--- src/sv/csb_pkg.sv ---
// package for the clipped scaled pixel blitter: beat payloads, csr layout,
// controller states and the command / status groups between ctrl and datapath
// no dependencies
`default_nettype none

package csb_pkg;

   // csr port layout
   localparam int CSR_IDX_W  = 3;
   localparam int CSR_DATA_W = 13;

   localparam logic [CSR_IDX_W-1:0] CSR_DST_WIDTH  = 3'd0;
   localparam logic [CSR_IDX_W-1:0] CSR_DST_HEIGHT = 3'd1;
   localparam logic [CSR_IDX_W-1:0] CSR_POS_X      = 3'd2;
   localparam logic [CSR_IDX_W-1:0] CSR_POS_Y      = 3'd3;
   localparam logic [CSR_IDX_W-1:0] CSR_SCALE_X    = 3'd4;
   localparam logic [CSR_IDX_W-1:0] CSR_SCALE_Y    = 3'd5;
   localparam logic [CSR_IDX_W-1:0] CSR_RECT_WIDTH = 3'd6;

   // csr reset values
   localparam logic [7:0]  SCALE_RESET = 8'd16;
   localparam logic [12:0] RECT_RESET  = 13'd1;

   // pixel word layout
   localparam int         ALPHA_LSB    = 24;
   localparam logic [7:0] ALPHA_OPAQUE = 8'hFF;

   localparam int ADDR_W = 24;

   typedef struct packed {
      logic [31:0] pixel_color;
      logic        start_req;
   } csb_req_type;

   typedef struct packed {
      logic [ADDR_W-1:0] dst_addr;
      logic [31:0]       color;
      logic              last;
   } csb_rsp_type;

   typedef struct packed {
      logic [12:0]        dst_width;
      logic [12:0]        dst_height;
      logic signed [12:0] pos_x;
      logic signed [12:0] pos_y;
      logic [7:0]         scale_x;
      logic [7:0]         scale_y;
      logic [12:0]        rect_width;
   } csb_cfg_type;

   typedef enum logic [2:0] {
      ST_IDLE,
      ST_SPAN,
      ST_CLIP,
      ST_ROW,
      ST_EMIT
   } csb_state_type;

   // controller to datapath
   typedef struct packed {
      logic take;
      logic span_en;
      logic clip_en;
      logic row_en;
      logic emit_en;
   } csb_cmd_type;

   // datapath to controller
   typedef struct packed {
      logic opaque;
      logic empty;
      logic out_free;
      logic col_last;
      logic row_last;
   } csb_sts_type;

endpackage

`default_nettype wire

--- src/sv/clipped_scaled_pixel_blitter.sv ---
// top level of the clipped scaled pixel blitter: csr block, controller and
// datapath; depends on csb_pkg, csb_csr, csb_ctrl, csb_dp
//
//   channel | ports                                   | beat
//   --------+-----------------------------------------+---------------------------
//   input   | req_valid, req_stall, req_data          | source pixel, start flag
//   result  | rsp_valid, rsp_stall, rsp_data          | word address, color, last
//   config  | csr_wr_en, csr_index, csr_wdata         | one register write
//
// a pixel that is not opaque is taken while idle and writes nothing; an
// opaque pixel is sequenced by the controller through span, clip (back to
// idle if the clip is empty), one row-base multiply per row and one write per cycle.
// reset is synchronous: position and output valid are cleared, registers take their reset values.
// rsp_stall holds the output beat and pauses the write loop; req_stall is
// high whenever the controller is not idle.
`default_nettype none

module clipped_scaled_pixel_blitter #(
   parameter int MAX_DIM         = 4096,
   parameter int SCALE_FRAC_BITS = 4
) (
   input  wire logic                            clock,
   input  wire logic                            reset,
   input  wire logic                            req_valid,
   output logic                                 req_stall,
   input  wire csb_pkg::csb_req_type            req_data,
   output logic                                 rsp_valid,
   input  wire logic                            rsp_stall,
   output csb_pkg::csb_rsp_type                 rsp_data,
   input  wire logic                            csr_wr_en,
   input  wire logic [csb_pkg::CSR_IDX_W-1:0]  csr_index,
   input  wire logic [csb_pkg::CSR_DATA_W-1:0] csr_wdata
);

   csb_pkg::csb_cfg_type cfg;
   csb_pkg::csb_cmd_type cmd;
   csb_pkg::csb_sts_type sts;

   csb_csr u_csr (
      .clock     (clock),
      .reset     (reset),
      .csr_wr_en (csr_wr_en),
      .csr_index (csr_index),
      .csr_wdata (csr_wdata),
      .cfg       (cfg)
   );

   csb_ctrl u_ctrl (
      .clock     (clock),
      .reset     (reset),
      .req_valid (req_valid),
      .req_stall (req_stall),
      .sts       (sts),
      .cmd       (cmd)
   );

   csb_dp #(
      .MAX_DIM         (MAX_DIM),
      .SCALE_FRAC_BITS (SCALE_FRAC_BITS)
   ) u_dp (
      .clock     (clock),
      .reset     (reset),
      .req_data  (req_data),
      .cfg       (cfg),
      .cmd       (cmd),
      .sts       (sts),
      .rsp_valid (rsp_valid),
      .rsp_stall (rsp_stall),
      .rsp_data  (rsp_data)
   );

endmodule

`default_nettype wire

--- src/sv/csb_csr.sv ---
// configuration registers of the blitter, written through a plain write port
// depends on csb_pkg
`default_nettype none

module csb_csr (
   input  wire logic                             clock,
   input  wire logic                             reset,
   input  wire logic                             csr_wr_en,
   input  wire logic [csb_pkg::CSR_IDX_W-1:0]   csr_index,
   input  wire logic [csb_pkg::CSR_DATA_W-1:0]  csr_wdata,
   output csb_pkg::csb_cfg_type                  cfg
);

   csb_pkg::csb_cfg_type cfg_ff;
   csb_pkg::csb_cfg_type cfg_in;

   // register write decode, unknown index ignored
   always_comb begin
      cfg_in = cfg_ff;
      if (csr_wr_en) begin
         unique case (csr_index)
            csb_pkg::CSR_DST_WIDTH:  cfg_in.dst_width  = csr_wdata;
            csb_pkg::CSR_DST_HEIGHT: cfg_in.dst_height = csr_wdata;
            csb_pkg::CSR_POS_X:      cfg_in.pos_x      = $signed(csr_wdata);
            csb_pkg::CSR_POS_Y:      cfg_in.pos_y      = $signed(csr_wdata);
            csb_pkg::CSR_SCALE_X:    cfg_in.scale_x    = csr_wdata[7:0];
            csb_pkg::CSR_SCALE_Y:    cfg_in.scale_y    = csr_wdata[7:0];
            csb_pkg::CSR_RECT_WIDTH: cfg_in.rect_width = csr_wdata;
            default:                 cfg_in = cfg_ff;
         endcase
      end
   end

   always_ff @(posedge clock) begin
      if (reset) begin
         cfg_ff.dst_width  <= '0;
         cfg_ff.dst_height <= '0;
         cfg_ff.pos_x      <= '0;
         cfg_ff.pos_y      <= '0;
         cfg_ff.scale_x    <= csb_pkg::SCALE_RESET;
         cfg_ff.scale_y    <= csb_pkg::SCALE_RESET;
         cfg_ff.rect_width <= csb_pkg::RECT_RESET;
      end else begin
         cfg_ff <= cfg_in;
      end
   end

   assign cfg = cfg_ff;

endmodule

`default_nettype wire

--- src/sv/csb_ctrl.sv ---
// controller state machine of the blitter: sequences span, clip, row and
// write beats of one pixel; depends on csb_pkg
`default_nettype none

module csb_ctrl (
   input  wire logic                  clock,
   input  wire logic                  reset,
   input  wire logic                  req_valid,
   output logic                       req_stall,
   input  wire csb_pkg::csb_sts_type  sts,
   output csb_pkg::csb_cmd_type       cmd
);

   csb_pkg::csb_state_type state_ff;
   csb_pkg::csb_state_type state_in;

   // next state
   always_comb begin
      state_in = state_ff;
      unique case (state_ff)
         csb_pkg::ST_IDLE: begin
            if (req_valid && sts.opaque) state_in = csb_pkg::ST_SPAN;
         end
         csb_pkg::ST_SPAN: state_in = csb_pkg::ST_CLIP;
         csb_pkg::ST_CLIP: begin
            state_in = sts.empty ? csb_pkg::ST_IDLE : csb_pkg::ST_ROW;
         end
         csb_pkg::ST_ROW: state_in = csb_pkg::ST_EMIT;
         csb_pkg::ST_EMIT: begin
            if (sts.out_free && sts.col_last) begin
               state_in = sts.row_last ? csb_pkg::ST_IDLE : csb_pkg::ST_ROW;
            end
         end
         default: state_in = csb_pkg::ST_IDLE;
      endcase
   end

   // commands
   always_comb begin
      cmd       = '0;
      req_stall = 1'b1;
      unique case (state_ff)
         csb_pkg::ST_IDLE: begin
            req_stall = 1'b0;
            cmd.take  = req_valid;
         end
         csb_pkg::ST_SPAN: cmd.span_en = 1'b1;
         csb_pkg::ST_CLIP: cmd.clip_en = 1'b1;
         csb_pkg::ST_ROW:  cmd.row_en  = 1'b1;
         csb_pkg::ST_EMIT: cmd.emit_en = sts.out_free;
         default: cmd = '0;
      endcase
   end

   always_ff @(posedge clock) begin
      if (reset) begin
         state_ff <= csb_pkg::ST_IDLE;
      end else begin
         state_ff <= state_in;
      end
   end

endmodule

`default_nettype wire

--- src/sv/csb_dp.sv ---
// datapath of the blitter: source position, scaled span, clipping, row base
// multiply, write loop counters and the output beat register; depends on csb_pkg
`default_nettype none

module csb_dp #(
   parameter int MAX_DIM         = 4096,
   parameter int SCALE_FRAC_BITS = 4
) (
   input  wire logic                  clock,
   input  wire logic                  reset,
   input  wire csb_pkg::csb_req_type  req_data,
   input  wire csb_pkg::csb_cfg_type  cfg,
   input  wire csb_pkg::csb_cmd_type  cmd,
   output csb_pkg::csb_sts_type       sts,
   output logic                       rsp_valid,
   input  wire logic                  rsp_stall,
   output csb_pkg::csb_rsp_type       rsp_data
);

   localparam int CW  = $clog2(MAX_DIM);        // source column / row
   localparam int DW  = $clog2(MAX_DIM + 1);    // destination coordinate 0..MAX_DIM
   localparam int LW  = ((DW > 13) ? DW : 13) + 1;
   localparam int PX  = 8 + CW;                 // scale times index
   localparam int QW  = ((PX > 13 + SCALE_FRAC_BITS) ? PX : 13 + SCALE_FRAC_BITS) + 2;
   localparam int PW  = 2 * DW;                 // row base
   localparam int SW  = (PW + 1 > csb_pkg::ADDR_W) ? PW + 1 : csb_pkg::ADDR_W;
   localparam int SCALE_CAP = 8 << SCALE_FRAC_BITS;

   // clamped configuration
   logic [7:0]    sx;
   logic [7:0]    sy;
   logic [DW-1:0] w;
   logic [DW-1:0] h;
   logic [LW-1:0] w_ext;
   logic [LW-1:0] h_ext;
   logic [LW-1:0] rw_ext;
   logic [LW-1:0] limit;

   always_comb begin
      sx = ({8'd0, cfg.scale_x} > 16'(SCALE_CAP)) ? 8'(SCALE_CAP) : cfg.scale_x;
      sy = ({8'd0, cfg.scale_y} > 16'(SCALE_CAP)) ? 8'(SCALE_CAP) : cfg.scale_y;
      w_ext = LW'(cfg.dst_width);
      h_ext = LW'(cfg.dst_height);
      if (w_ext > LW'(MAX_DIM)) w_ext = LW'(MAX_DIM);
      if (h_ext > LW'(MAX_DIM)) h_ext = LW'(MAX_DIM);
      w = w_ext[DW-1:0];
      h = h_ext[DW-1:0];
      rw_ext = LW'(cfg.rect_width);
      if (rw_ext == '0) begin
         limit = LW'(1);
      end else if (rw_ext > LW'(MAX_DIM)) begin
         limit = LW'(MAX_DIM);
      end else begin
         limit = rw_ext;
      end
   end

   // source position, applied at every taken beat
   logic [CW-1:0] col_ff, col_in, row_ff, row_in;
   logic [CW-1:0] col_use, row_use;
   logic [CW-1:0] item_col_ff, item_row_ff;
   logic [31:0]   color_ff;

   always_comb begin
      col_use = req_data.start_req ? '0 : col_ff;
      row_use = req_data.start_req ? '0 : row_ff;
      col_in  = col_ff;
      row_in  = row_ff;
      if (cmd.take) begin
         if (LW'(col_use) + LW'(1) >= limit) begin
            col_in = '0;
            row_in = (LW'(row_use) + LW'(1) >= LW'(MAX_DIM)) ? '0 : row_use + CW'(1);
         end else begin
            col_in = col_use + CW'(1);
            row_in = row_use;
         end
      end
   end

   always_ff @(posedge clock) begin
      if (reset) begin
         col_ff <= '0;
         row_ff <= '0;
      end else begin
         col_ff <= col_in;
         row_ff <= row_in;
      end
   end

   always_ff @(posedge clock) begin
      if (cmd.take) begin
         item_col_ff <= col_use;
         item_row_ff <= row_use;
         color_ff    <= req_data.pixel_color;
      end
   end

   assign sts.opaque = (req_data.pixel_color[csb_pkg::ALPHA_LSB +: 8] == csb_pkg::ALPHA_OPAQUE);

   // span start in fixed point: scale * index + pos
   logic [PX-1:0]        prod_x, prod_y;
   logic signed [QW-1:0] x0q_ff, y0q_ff;

   assign prod_x = PX'(sx) * PX'(item_col_ff);
   assign prod_y = PX'(sy) * PX'(item_row_ff);

   always_ff @(posedge clock) begin
      if (cmd.span_en) begin
         x0q_ff <= $signed(QW'(prod_x)) + (QW'(cfg.pos_x) <<< SCALE_FRAC_BITS);
         y0q_ff <= $signed(QW'(prod_y)) + (QW'(cfg.pos_y) <<< SCALE_FRAC_BITS);
      end
   end

   // floor both ends, reject and clip
   logic signed [QW-1:0] x0f, x1f, y0f, y1f, w_s, h_s;
   logic [DW-1:0]        x0c, x1c, y0c, y1c;
   logic                 reject;

   always_comb begin
      w_s = $signed(QW'(w));
      h_s = $signed(QW'(h));
      x0f = x0q_ff >>> SCALE_FRAC_BITS;
      y0f = y0q_ff >>> SCALE_FRAC_BITS;
      x1f = (x0q_ff + $signed(QW'(sx))) >>> SCALE_FRAC_BITS;
      y1f = (y0q_ff + $signed(QW'(sy))) >>> SCALE_FRAC_BITS;
      reject = (x1f < 0) || (y1f < 0) || (x0f > w_s) || (y0f > h_s);
      x0c = (x0f < 0) ? '0 : x0f[DW-1:0];
      y0c = (y0f < 0) ? '0 : y0f[DW-1:0];
      x1c = (x1f > w_s) ? w : x1f[DW-1:0];
      y1c = (y1f > h_s) ? h : y1f[DW-1:0];
   end

   assign sts.empty = reject || (x0c >= x1c) || (y0c >= y1c);

   // write loop counters
   logic [DW-1:0] x_lo_ff, x_hi_ff, y_hi_ff;
   logic [DW-1:0] x_ff, y_ff;
   logic [PW-1:0] base_ff;

   assign sts.col_last = ({1'b0, x_ff} + (DW + 1)'(1)) == {1'b0, x_hi_ff};
   assign sts.row_last = ({1'b0, y_ff} + (DW + 1)'(1)) == {1'b0, y_hi_ff};

   always_ff @(posedge clock) begin
      if (cmd.clip_en) begin
         x_lo_ff <= x0c;
         x_hi_ff <= x1c;
         y_ff    <= y0c;
         y_hi_ff <= y1c;
      end else if (cmd.emit_en && sts.col_last) begin
         y_ff <= y_ff + DW'(1);
      end
      if (cmd.row_en) begin
         base_ff <= PW'(y_ff) * PW'(w);
         x_ff    <= x_lo_ff;
      end else if (cmd.emit_en) begin
         x_ff <= x_ff + DW'(1);
      end
   end

   // output beat register
   logic                 rsp_valid_ff;
   csb_pkg::csb_rsp_type rsp_ff;
   logic [SW-1:0]        addr_sum;

   assign sts.out_free = !rsp_valid_ff || !rsp_stall;
   assign addr_sum     = SW'(base_ff) + SW'(x_ff);

   always_ff @(posedge clock) begin
      if (reset) begin
         rsp_valid_ff <= 1'b0;
      end else if (cmd.emit_en) begin
         rsp_valid_ff <= 1'b1;
      end else if (!rsp_stall) begin
         rsp_valid_ff <= 1'b0;
      end
   end

   always_ff @(posedge clock) begin
      if (cmd.emit_en) begin
         rsp_ff.dst_addr <= addr_sum[csb_pkg::ADDR_W-1:0];
         rsp_ff.color    <= color_ff;
         rsp_ff.last     <= sts.col_last && sts.row_last;
      end
   end

   assign rsp_valid = rsp_valid_ff;
   assign rsp_data  = rsp_ff;

endmodule

`default_nettype wire

--- config.mk ---
export PLATFORM = sky130hd
export DESIGN_NAME = clipped_scaled_pixel_blitter
export DESIGN_NICKNAME = d
export VERILOG_FILES = /design/src/sv/csb_pkg.sv /design/src/sv/clipped_scaled_pixel_blitter.sv /design/src/sv/csb_csr.sv /design/src/sv/csb_ctrl.sv /design/src/sv/csb_dp.sv
export SDC_FILE = /design/constraint.sdc
export NUM_CORES = 2
export LEC_CHECK = 0
export ABC_AREA = 1
export BUFFER_PORTS_ARGS = -buffer_cell sky130_fd_sc_hd__clkbuf_2
export CAP_MARGIN = 20
export CORE_MARGIN = 2
export CORE_UTILIZATION = 53
export DETAILED_ROUTE_END_ITERATION = 6
export GPL_TIMING_DRIVEN = 0
export PLACE_DENSITY = 0.73
export SETUP_SLACK_MARGIN = 0.2
export SLEW_MARGIN = 40
export SYNTH_ARGS = -nofsm -noshare
export SYNTH_HDL_FRONTEND = slang
export SYNTH_HIERARCHICAL = 1
export SYNTH_SLANG_ARGS = --single-unit
--- constraint.sdc ---
create_clock -name clock -period 5.85 [get_ports clock]
set_input_delay 0.585 -clock clock [delete_from_list [all_inputs] [get_ports clock]]
set_output_delay 0.585 -clock clock [all_outputs]
set_load 0.05 [all_outputs]
After elaboration in Yosys (flattened, before gate mapping)
Cells that the tools add are included.

word-level totals
  input port bits = 54
  bits in registers = 355
  output and inout bits = 59

cells by class
  reduce and logical (&&, ||, !) cells = 25
  multipliers = 3
  $add $sub $neg = 13
  muxes and demuxes = 32
  order comparisons = 17
  equality and inequality tests = 16

operator list
  cell                                                         count
  two-way mux 13 bit                                           12
  > comparator 18 x 14 -> 1 bit                                4
  less-than comparator 18 x 1 -> 1 bit, second input constant  4
  two-way mux 12 bit                                           5
  adder 21 x 17 -> 22 bit                                      2
  adder 22 x 9 -> 22 bit                                       2
  multiplier 8 x 12 -> 20 bit                                  2
  > comparator 13 bit, second input constant                   3
  adder 13 x 1 -> 14 bit, second input constant                2
  == test 14 x 13 -> 1 bit                                     2
  adder 12 x 1 -> 13 bit, second input constant                2
  adder 13 x 1 -> 13 bit, second input constant                2
  >= comparator 13 bit                                         2
  adder 12 x 1 -> 12 bit, second input constant                2
  adder 24 x 13 -> 24 bit                                      1
  multiplier 13 x 13 -> 24 bit                                 1
  > comparator 8 bit, second input constant                    2
  two-way mux 8 bit                                            2
  AND reduction 2 bit                                          8
  case mux 3 bit (5 select lines)                              1
  >= comparator 14 x 13 -> 1 bit                               1
  >= comparator 14 x 13 -> 1 bit, second input constant        1
  zero test 13 bit                                             1
  == test 3 x 2 -> 1 bit, second input constant                4
  other kinds (12)                                             38

Depth between registers and ports, before layout
  depth after elaboration = 11
  gate-level depth with buffers = 46

By module
The synthesis kept the hierarchy.

modules (own cells, without submodules)
  module    instances  seq. area each (um^2)  area each (um^2)  cells each
  csb_dp    1          7,887.6                28,275.9          3,405
  csb_csr   1          1,621.6                3,203.1           466
  csb_ctrl  1          60.1                   202.7             34

Worst setup path before layout
Ideal clock, no wire load.

  path kind = register to register
  start point = register u_csr.cfg_ff, in the netlist u_csr/cfg[21]
  end point = register u_dp.x0q_ff[21] (data pin)
  path buffers = 0
  library setup time = 0.265 ns
  arrival time = 5.724 ns
  cell stages (with the launch flop) = 29
  setup slack = -0.138 ns
  cell sequence = dfxtp_1 -> nor4_1 -> a21oi_1 -> nor2_1 -> inv_1 -> nor2_1 -> fa_1 -> fa_1 -> fa_1 -> inv_1 -> fa_1 -> inv_1 -> ha_1 -> inv_1 -> nor3_1 -> a21oi_1 -> o21ai_0 -> a31oi_1 -> o21ai_0 -> xor2_1 -> inv_1 -> ha_1 -> nand2_1 -> nor2_1 -> nand2_1 -> o211a_1 -> nand2_1 -> a21oi_1 -> xnor2_1

on the way
  cells in the longest elaborated chain, start to end = 4

ends and longest elaborated chain
  item                             line           RTL
  from (decl)                      csb_csr.sv:14  csb_pkg::csb_cfg_type cfg_ff;
  from (signal assigned)           csb_csr.sv:44  cfg_ff <= cfg_in;
  > comparator 8 bit               csb_dp.sv:40   sx = ({8'd0, cfg.scale_x} > 16'(SCALE_CAP)) ? 8'(SCALE_CAP) : cfg.scale_x;
  two-way mux 8 bit (*)            csb_dp.sv:40
  multiplier 8 x 12 -> 20 bit (*)  csb_dp.sv:104  assign prod_x = PX'(sx) * PX'(item_col_ff);
  adder 21 x 17 -> 22 bit (*)      csb_dp.sv:109  x0q_ff <= $signed(QW'(prod_x)) + (QW'(cfg.pos_x) <<< SCALE_FRAC_BITS);
  to (signal assigned)             csb_dp.sv:109
  to (decl)                        csb_dp.sv:102  logic signed [QW-1:0] x0q_ff, y0q_ff;

Every way passes the cells marked *; elsewhere a longest branch is shown, timed or not.
A chain may end at the register's enable or synchronous reset.

Worst setup path in the final report
  start point = register u_csr.cfg_ff, in the netlist u_csr/cfg[13]
  end point = register u_dp.y0q_ff[21] (data pin)

on the way
  cells in the longest elaborated chain, start to end = 4

ends and longest elaborated chain
  item                             line           RTL
  > comparator 8 bit               csb_dp.sv:41   sy = ({8'd0, cfg.scale_y} > 16'(SCALE_CAP)) ? 8'(SCALE_CAP) : cfg.scale_y;
  two-way mux 8 bit (*)            csb_dp.sv:41
  multiplier 8 x 12 -> 20 bit (*)  csb_dp.sv:105  assign prod_y = PX'(sy) * PX'(item_row_ff);
  adder 21 x 17 -> 22 bit (*)      csb_dp.sv:110  y0q_ff <= $signed(QW'(prod_y)) + (QW'(cfg.pos_y) <<< SCALE_FRAC_BITS);
  to (signal assigned)             csb_dp.sv:110
  to (decl)                        csb_dp.sv:102

Marks and branches as above.

==> impl_metrics.json <==
{
  "rsz0062_at_grt": "true",
  "post-place-ws_ns": -0.885,
  "start_util_pct": 53.7,
  "die_area_um2": 61700,
  "clockBufferDepth": 3,
  "crit_path_top_delay_cell": "fa_1",
  "final_area_um2": 38400,
  "p_per_area_nw_per_um2": 176,
  "cts_hold_buf": 0,
  "arrival_ns": 6.37,
  "gp_congestion": 1.00,
  "grt_pass1_vias": 26400,
  "clock_skew_ns": 0.0293,
  "first_pass_iters": 6,
  "netlist_instances": 3905,
  "wl_per_cell_um": 17.2,
  "fp.dieH_um": 248,
  "row_count": 89,
  "drive_gt1_share_pct": 19.5,
  "syn_nets": 4499,
  "crit_path_start_kind": "flip-flop",
  "min_period_ns": 6.05,
  "finalNonFillerCells": 5042,
  "place_area_um2": 33600,
  "synth_top_area_share_pct": 23.3,
  "clkTransAtPathRegs_ns": 0.06,
  "dp.cells": 4798,
  "critPathMaxFanout": 3,
  "fin_crit_sh_pct": 103,
  "maxCapViolCount": 0,
  "endpoint_kind": "flip-flop",
  "ys_seq_elements": 355,
  "io_buffers": 111,
  "setup_viol": 8,
  "ys_warn_count": 6,
  "tightest_slew_ns": 0.734,
  "ios": 113,
  "core_um2": 59000,
  "numCtsBuffers": 41,
  "grt_pass1_wl_mm": 135,
  "drv_slew": 0,
  "setup_ws_ns": -0.198,
  "critical-path-max-stage-delay_ns": 0.52,
  "overflow": 0,
  "h-tree-depth": 2,
  "hold_viol_final": 0,
  "fmax_mhz": 165,
  "leakage_nw": 18.2,
  "drtIter0Drc": 2255,
  "synth_top_cell_by_area": "edfxtp_1",
  "crit_type": "reg2reg",
  "vias": 27200,
  "route.detailed.drc": 0,
  "drtAntennaViolNets": 0,
  "synth_edf_count": 246,
  "required_ns": 6.18,
  "synth.distinct_cells": 57,
  "clockRootBuffer": "clkbuf_16",
  "ys_top_cells_by_area": "edfxtp_1 (23%), fa_1 (15%), ha_1 (12%), nand2_1 (10%), inv_1 (7.9%)",
  "slew_headroom_pct": 51.1,
  "wl_mm": 86.6,
  "hpwlAfterDp_mm": 63.9,
  "grt_max_degree": 45,
  "final_nets": 4829,
  "syn_area_um2": 31700,
  "via_per_inst": 5.40,
  "yosysSeqAreaShare_pct": 30.2,
  "ir_drop_mv": 0.219,
  "status": "finished, violations left",
  "areaGrowthSynthToFinish_pct": 21.1,
  "grt_usage_pct": 26.9,
  "clk_latency_ns": 0.61,
  "cts.sinks": 355,
  "violations": "setup timing",
  "ys.flop_type": "edfxtp_1",
  "hold_class": "in2reg",
  "antenna_found_initial": 2,
  "whs_ns": 0.155,
  "postSynthAreaPerCell_um2": 8.11,
  "fp.dieW_um": 248,
  "async_reset_ff_share_pct": 0,
  "cts_tree": "built"
}
-- final timing paths --
kind / startpoint / endpoint / slack (ns) / depth (start not counted)
worst min register to register: u_dp/color_ff[9] / u_dp/rsp_data[10] / 0.41 / 0
worst min-delay path: req_data[16] / u_dp/color_ff[15] / 0.16 / 1
worst max-delay path: u_csr/cfg[13] / u_dp/y0q_ff[21] / -0.20 / 29
worst max register to register: u_csr/cfg[13] / u_dp/y0q_ff[21] / -0.20 / 29
-- placed cells by master, fill, tap and decap left out, types with 26 or more instances in the layout --
cell       instances
xnor2_1           45
buf_4            150
fa_1             231
nand2_2           61
ha_1             248
a21oi_1          116
nor3_1            28
clkbuf_2         115
clkbuf_16         42
nand3_1          216
ha_4              46
a21oi_2           43
nand2_1          770
edfxtp_1         246
nor2_1           483
dfxtp_1           88
buf_2             26
inv_2             50
inv_1            604
o21ai_0           67
nand4_1           36
clkbuf_1          43
nor2_4            27
xor2_1           102
-- worst max-delay path: cells and delay by family, from the launching register on --
| family | cells | cell delay, ns |
|---|---|---|
| adders and majority gates | 6 | 2.59 |
| DFF | 1 | 0.33 |
| buffers and inverters | 5 | 0.45 |
| and+or+nand+nor | 9 | 0.92 |
| xor gates and xnor gates | 2 | 0.29 |
| AOI/OAI and AO/OA | 7 | 1.19 |
-- cell type report --
cell class	instances	area, µm²
inverters	677	2630
repair buffers	287	2100
clock inverters	24	265
fillers	4743	20600
multi-input cells	2785	21200
plain buffers	88	529
flip-flops and latches	355	9620
clock buffers	52	1100
diodes	1	2.50
well taps	773	967
-- flip-flops by register name, summed over array words and instances (netlist names), 13 cells and up --
register	cells
u_csr/cfg	81
u_dp/rsp_data	57
u_dp/color_ff	32
u_dp/base_ff	24
u_dp/x0q_ff	22
u_dp/y0q_ff	22
u_dp/x_ff	13
u_dp/x_hi_ff	13
u_dp/x_lo_ff	13
u_dp/y_ff	13
u_dp/y_hi_ff	13
-- per-stage QoR --
stage | power [mW] | setup TNS, ns | util [%]
2_1_floorplan | 3.56 | 0 | -
3_3_place_gp | 3.79 | -25.47 | 56.6
3_5_place_dp | 3.82 | -13.89 | 56.9
4_1_cts | 6.60 | 0 | 62.4
5_1_grt | 7.06 | -4.11 | 65.0
6_report | 6.76 | -0.649 | 65.0
-- cell usage after synthesis (4+ instances only) --
library cell and number:
inv_1 664, nand3_1 224, buf_2 22, inv_2 11, nor2_2 6, a21boi_0 7
a21o_1 4, o31ai_1 8, dfxtp_1 109, nor4_1 17, and3_1 4, nand2_1 845
or2_2 15, nand2_2 6, o211ai_1 6, xnor2_1 50, o21ai_0 94, buf_1 6
ha_1 297, nand4_1 36, buf_6 4, nor2_1 521, edfxtp_1 246, fa_1 243
o21a_1 8, a31oi_1 10, clkbuf_1 50, xor2_1 110, o21bai_1 12, a21oi_1 168
buf_4 6, a22oi_1 7, nand3b_1 15, nor3_1 37
-- what timing repair did --
item / 4_1_cts / 5_1_grt
pin swaps: 154 / 138
endpoints found under the setup margin: 39 / 35
hold endpoints to repair: 0 / 0
buffers inserted: 103 / 64
resized for setup: 281 / 254
-- cells by family after synthesis --
family	Yosys count	share of synthesized area [%]
XOR/XNOR	162	4.56
flip-flops	355	30.2
adder cells (fa/ha/maj)	540	27.1
AND/OR/NAND/NOR	1742	22.8
buffers and inverters	765	9.32
AO/OA/AOI/OAI	341	5.99
-- metal layers --
metal / GRT usage [%] / routed length [µm] / up-vias
met1: 33.6 / 34300 / 12900
met4: 12.3 / 4690 / 4
met3: 3.79 / 5620 / 290
li1: - / - / 13100
met5: 0 / 31 / -
met2: 46.2 / 42000 / 958
-- power by group --
| part | total [mW] | leakage [nW] | switching (mW) | internal, mW |
|---|---|---|---|---|
| registers | 2.77 | 3.18 | 0.0391 | 2.73 |
| logic | 1.40 | 14.4 | 0.817 | 0.583 |
| clock network | 2.59 | 0.654 | 1.14 | 1.45 |
Note: power is estimated with default switching activity, not from simulation.
